$ cat config.mk
export PLATFORM = sky130hd
export DESIGN_NAME = v2fa_sqrt_pipe
export DESIGN_NICKNAME = d
export VERILOG_FILES = /design/src/sv/v2fa_sqrt_pipe.sv
export SDC_FILE = /design/constraint.sdc
export NUM_CORES = 2
export LEC_CHECK = 0
export BUFFER_PORTS_ARGS = -buffer_cell sky130_fd_sc_hd__buf_2
export CAP_MARGIN = 10
export CORE_MARGIN = 1.5
export CORE_UTILIZATION = 30
export DETAILED_ROUTE_END_ITERATION = 8
export PLACE_DENSITY = 0.54
export SLEW_MARGIN = 20
export SYNTH_ARGS = -nofsm -noshare
export SYNTH_HDL_FRONTEND = slang
export SYNTH_MEMORY_MAX_BITS = 65536
export SYNTH_SLANG_ARGS = --single-unit
$ cat constraint.sdc
create_clock -name clk_i -period 8.1 [get_ports clk_i]
set_input_delay 0.81 -clock clk_i [delete_from_list [all_inputs] [get_ports clk_i]]
set_output_delay 0.81 -clock clk_i [all_outputs]
set_load 0.02 [all_outputs]
$ cat src/sv/v2fa_sqrt_pipe.sv
// Pipelined integer square root, one root bit per stage, 32 stages.
// Depends on nothing; used by vector2_fixed_alu for the magnitude.
`timescale 1ns / 1ps
module v2fa_sqrt_pipe (
  input  logic        clk_i,
  input  logic [63:0] rad_i,
  output logic [31:0] root_o
);

  localparam int STAGES = 32;

  logic [63:0] vr_q   [STAGES];
  logic [33:0] rem_q  [STAGES];
  logic [31:0] root_q [STAGES];
  logic [63:0] vr_d   [STAGES];
  logic [33:0] rem_d  [STAGES];
  logic [31:0] root_d [STAGES];

  always_comb begin
    logic [63:0] vr_in;
    logic [33:0] rem_in;
    logic [31:0] root_in;
    logic [35:0] part;
    logic [35:0] trial;
    logic        ge;
    for (int k = 0; k < STAGES; k++) begin
      if (k == 0) begin
        vr_in   = rad_i;
        rem_in  = '0;
        root_in = '0;
      end else begin
        vr_in   = vr_q[k-1];
        rem_in  = rem_q[k-1];
        root_in = root_q[k-1];
      end
      part      = {rem_in, vr_in[63:62]};
      trial     = {2'b00, root_in, 2'b01};
      ge        = (part >= trial);
      rem_d[k]  = ge ? 34'(part - trial) : part[33:0];
      root_d[k] = {root_in[30:0], ge};
      vr_d[k]   = {vr_in[61:0], 2'b00};
    end
  end

  always_ff @(posedge clk_i) begin
    for (int k = 0; k < STAGES; k++) begin
      vr_q[k]   <= vr_d[k];
      rem_q[k]  <= rem_d[k];
      root_q[k] <= root_d[k];
    end
  end

  assign root_o = root_q[STAGES-1];

endmodule

==> results_dict.tcl <==
set metrics [dict create \
    initial_core_util_pct 30.22 \
    rows 203 \
    final_cells 13770 \
    hold_slack_ns 0.07923 \
    htree_num_levels 5 \
    setup_viol 0 \
    grt_max_degree 64 \
    ys_seq_area_share_pct 54.57 \
    dieArea_sq_mm 0.3119 \
    clk_path_buf_depth 4 \
    cts_hold_buf 60 \
    holdCritPathClass "input pin to flip-flop" \
    layout_min_cycle_time_ns 4.230 \
    startpoint_type "flip-flop" \
    critPathRequiredTime_ns 8.85 \
    final-max-slew-violation-count 0 \
    crit_top_cell "buf_4" \
    skew_ns 0.03233 \
    syn-cell-area_sq_mm 0.09256 \
    timing.critical_path.fanout_max 50 \
    relSlewSlack_pct 35.29 \
    ir_worst_vdd_v 0.0001753 \
    die_w_um 558.5 \
    syn_nets 9804 \
    cts_buffers 280 \
    wire_per_inst_um 14.78 \
    core-area_sq_mm 0.3063 \
    max_stage_delay_ns 0.63 \
    finalCritPeriodShare_pct 52.22 \
    drive_gt1_share_pct 7.447 \
    final_util_pct 35.21 \
    routed_wl_um 203500 \
    leakage_uw 0.04912 \
    first_pass_iters 7 \
    fin_ws_ns 3.870 \
    fin_nets 10075 \
    cts_tree "built" \
    post-place-ws_ns 3.958 \
    outcome "finished, final reports clean" \
    hold_violations 0 \
    place_inst 13206 \
    grt_pass1_vias 62240 \
    dp_hpwl_um 153100 \
    clkTransAtPathRegs_ns 0.06 \
    worst_pin_slew_ns 0.9632 \
    grt_pass1_wl_um 326500 \
    power_density_mw_per_mm2 313.2 \
    syn_inst 9177 \
    synth-seq-cells 2523 \
    drv_cap 0 \
    critPathArrivalTime_ns 4.98 \
    syn_area_per_cell_sq_um 10.09 \
    grt_usage_pct 12.75 \
    io_buffer_count 96 \
    syn2layout_area_growth_pct 16.53 \
    clock-sinks 2523 \
    drc_errors 0 \
    synth_edf_count 0 \
    io_pins 97 \
    ys_warn_count 0 \
    synth.distinct_cells 98 \
    critPathSlowestCell "o311ai_0" \
    place_congestion 0.8804 \
    post_cts_resized 0 \
    critPathKind "flip-flop to flip-flop" \
    async_reset_ff_share_pct 0 \
    grt_setup_unrepaired "false" \
    cts_setup_buffers 0 \
    setup_tns_ns 0 \
    cts-root-buf "clkbuf_16" \
    cp_cell_sequence "inv_1 > ha_1 > nor2b_1 > o21bai_1 > a21boi_0 > o311ai_0 > buf_4 > o211ai_1 > a211oi_4 > buf_4 > a211oi_1 > a32o_1" \
    die_h_um 558.5 \
    ys.flop_type "dfxtp_1" \
    gr-total-overflow 0 \
    drt_iter0_drc 4001 \
    avgViaCountPerCell 4.581 \
    grt_antenna_before_repair 5 \
    vias 63078 \
    clock.fmax_mhz 236.4 \
    clock_latency_ns 0.85 \
    antenna_left 0 \
    endpoint_kind "flip-flop" \
]
## registers in the layout, indices dropped and copies added, names as in the netlist
register and flops:
rem_q 1003, root_q 528, vr_q 992
## path summary, 6_finish.rpt
path / startpoint / cells past startpoint / to / slack [ns]
setup / recovery: root_q[1][352]$_DFF_P_ / 12 / rem_q[1][433]$_DFF_P_ / 3.87
hold / removal: rad_i[44] / 1 / vr_q[0][44]$_DFF_P_ / 0.08
setup reg to reg: root_q[1][352]$_DFF_P_ / 12 / rem_q[1][433]$_DFF_P_ / 3.87
hold reg to reg: vr_q[1][300]$_DFF_P_ / 0 / vr_q[1][364]$_DFF_P_ / 0.31
## metal layers
metal  vias up  global-route usage, %  part of all wire, %
met5         -                      0                    0
met4         0                  4.750                  3.4
met3       405                  1.911                  4.3
met2      1340                  21.08                   45
met1     29277                  16.70                   47
li1      32056                      -                    -
## cell usage after synthesis (15+ instances only)
cell          n  area share, %
inv_1       710            2.9
nor4_1      106           0.72
o211ai_1     41           0.33
or2_2        52           0.35
nor2b_1      69           0.47
and3_1       44           0.30
a211oi_1     44           0.36
and2_1       29           0.20
nor3_1      224            1.2
nand2_1     701            2.8
nand2b_1    112           0.76
xor2_1      430            4.1
nand3_1     140           0.76
dfxtp_1    2523             55
nor4b_1      15           0.14
o21a_1       80           0.65
or4_1        59           0.48
o31ai_1      52           0.42
a21boi_0     21           0.17
a21o_1      229            1.9
nor3b_1      18           0.15
nand3b_1     25           0.20
xnor2_1     429            4.1
o21ai_0     569            3.1
nand4b_1     18           0.17
a2111oi_0    19           0.18
mux2_2       43           0.52
a21oi_1     560            3.0
nor2_1      493            2.0
nand4_1     117           0.79
and4_1       21           0.20
or3_1        86           0.58
ha_1        562            7.6
clkbuf_1    163           0.66
o21bai_1     63           0.51
a31oi_1      45           0.30
## through the flow
stage / area [sq um] / power (uW)
2_1_floorplan: 92560 / 19560
3_5_place_dp: 97720 / 21160
6_report: 107900 / 33790
5_1_grt: 107900 / 35700
4_1_cts: 107900 / 34350
3_3_place_gp: 97720 / 21070
## logic make-up after synthesis
family | count (synthesis) | synth area share, %
AO/OA/AOI/OAI | 1906 | 12.64
XOR/XNOR | 859 | 8.128
adder cells (fa/ha/maj) | 562 | 7.597
buffers and inverters | 907 | 3.729
flip-flops | 2523 | 54.57
multiplexers | 57 | 0.6799
other | 1 | 0.004051
AND/OR/NAND/NOR | 2362 | 12.65
## worst max-delay path: cells and delay by family, from the launching register on
kind            cells  cell delay, ns
flops               1            0.56
compound gates      7            2.13
simple gates        1            0.16
buf+inv             3            0.87
fa+ha+maj           1            0.38
## cell type report
class	instances	area [sq um]
Clock buffer	386	7969
Timing Repair Buffer	182	1276
Inverter	714	2680
Multi-Input combinational cell	5747	38730
Tap cell	4100	5130
Fill cell	30666	198500
Antenna cell	2	5.005
Sequential cell	2523	50510
Clock inverter	116	1563
## report_power, final
group          switching (uW)  internal (uW)  total (uW)  leakage [uW]
logic                    2760           2220        4980        0.0234
clock network            5160           7700       12900       0.00464
registers                1490          14400       15900        0.0211
## placed cells by master, fill, tap and decap left out, types with 86 or more instances in the layout
master / netlist / routed
buf_2: 11 / 96
nand3_1: 140 / 140
nand4_1: 117 / 117
nand2b_1: 112 / 112
a21oi_1: 560 / 559
o21ai_0: 569 / 569
dfxtp_1: 2523 / 2523
or3_1: 86 / 86
nor4_1: 106 / 106
nand2_1: 701 / 701
inv_1: 710 / 710
clkbuf_16: 0 / 283
xnor2_1: 429 / 429
nor2_1: 493 / 493
a21o_1: 229 / 229
nor3_1: 224 / 222
ha_1: 562 / 562
xor2_1: 430 / 430
Note: power is estimated with default switching activity, not from simulation.
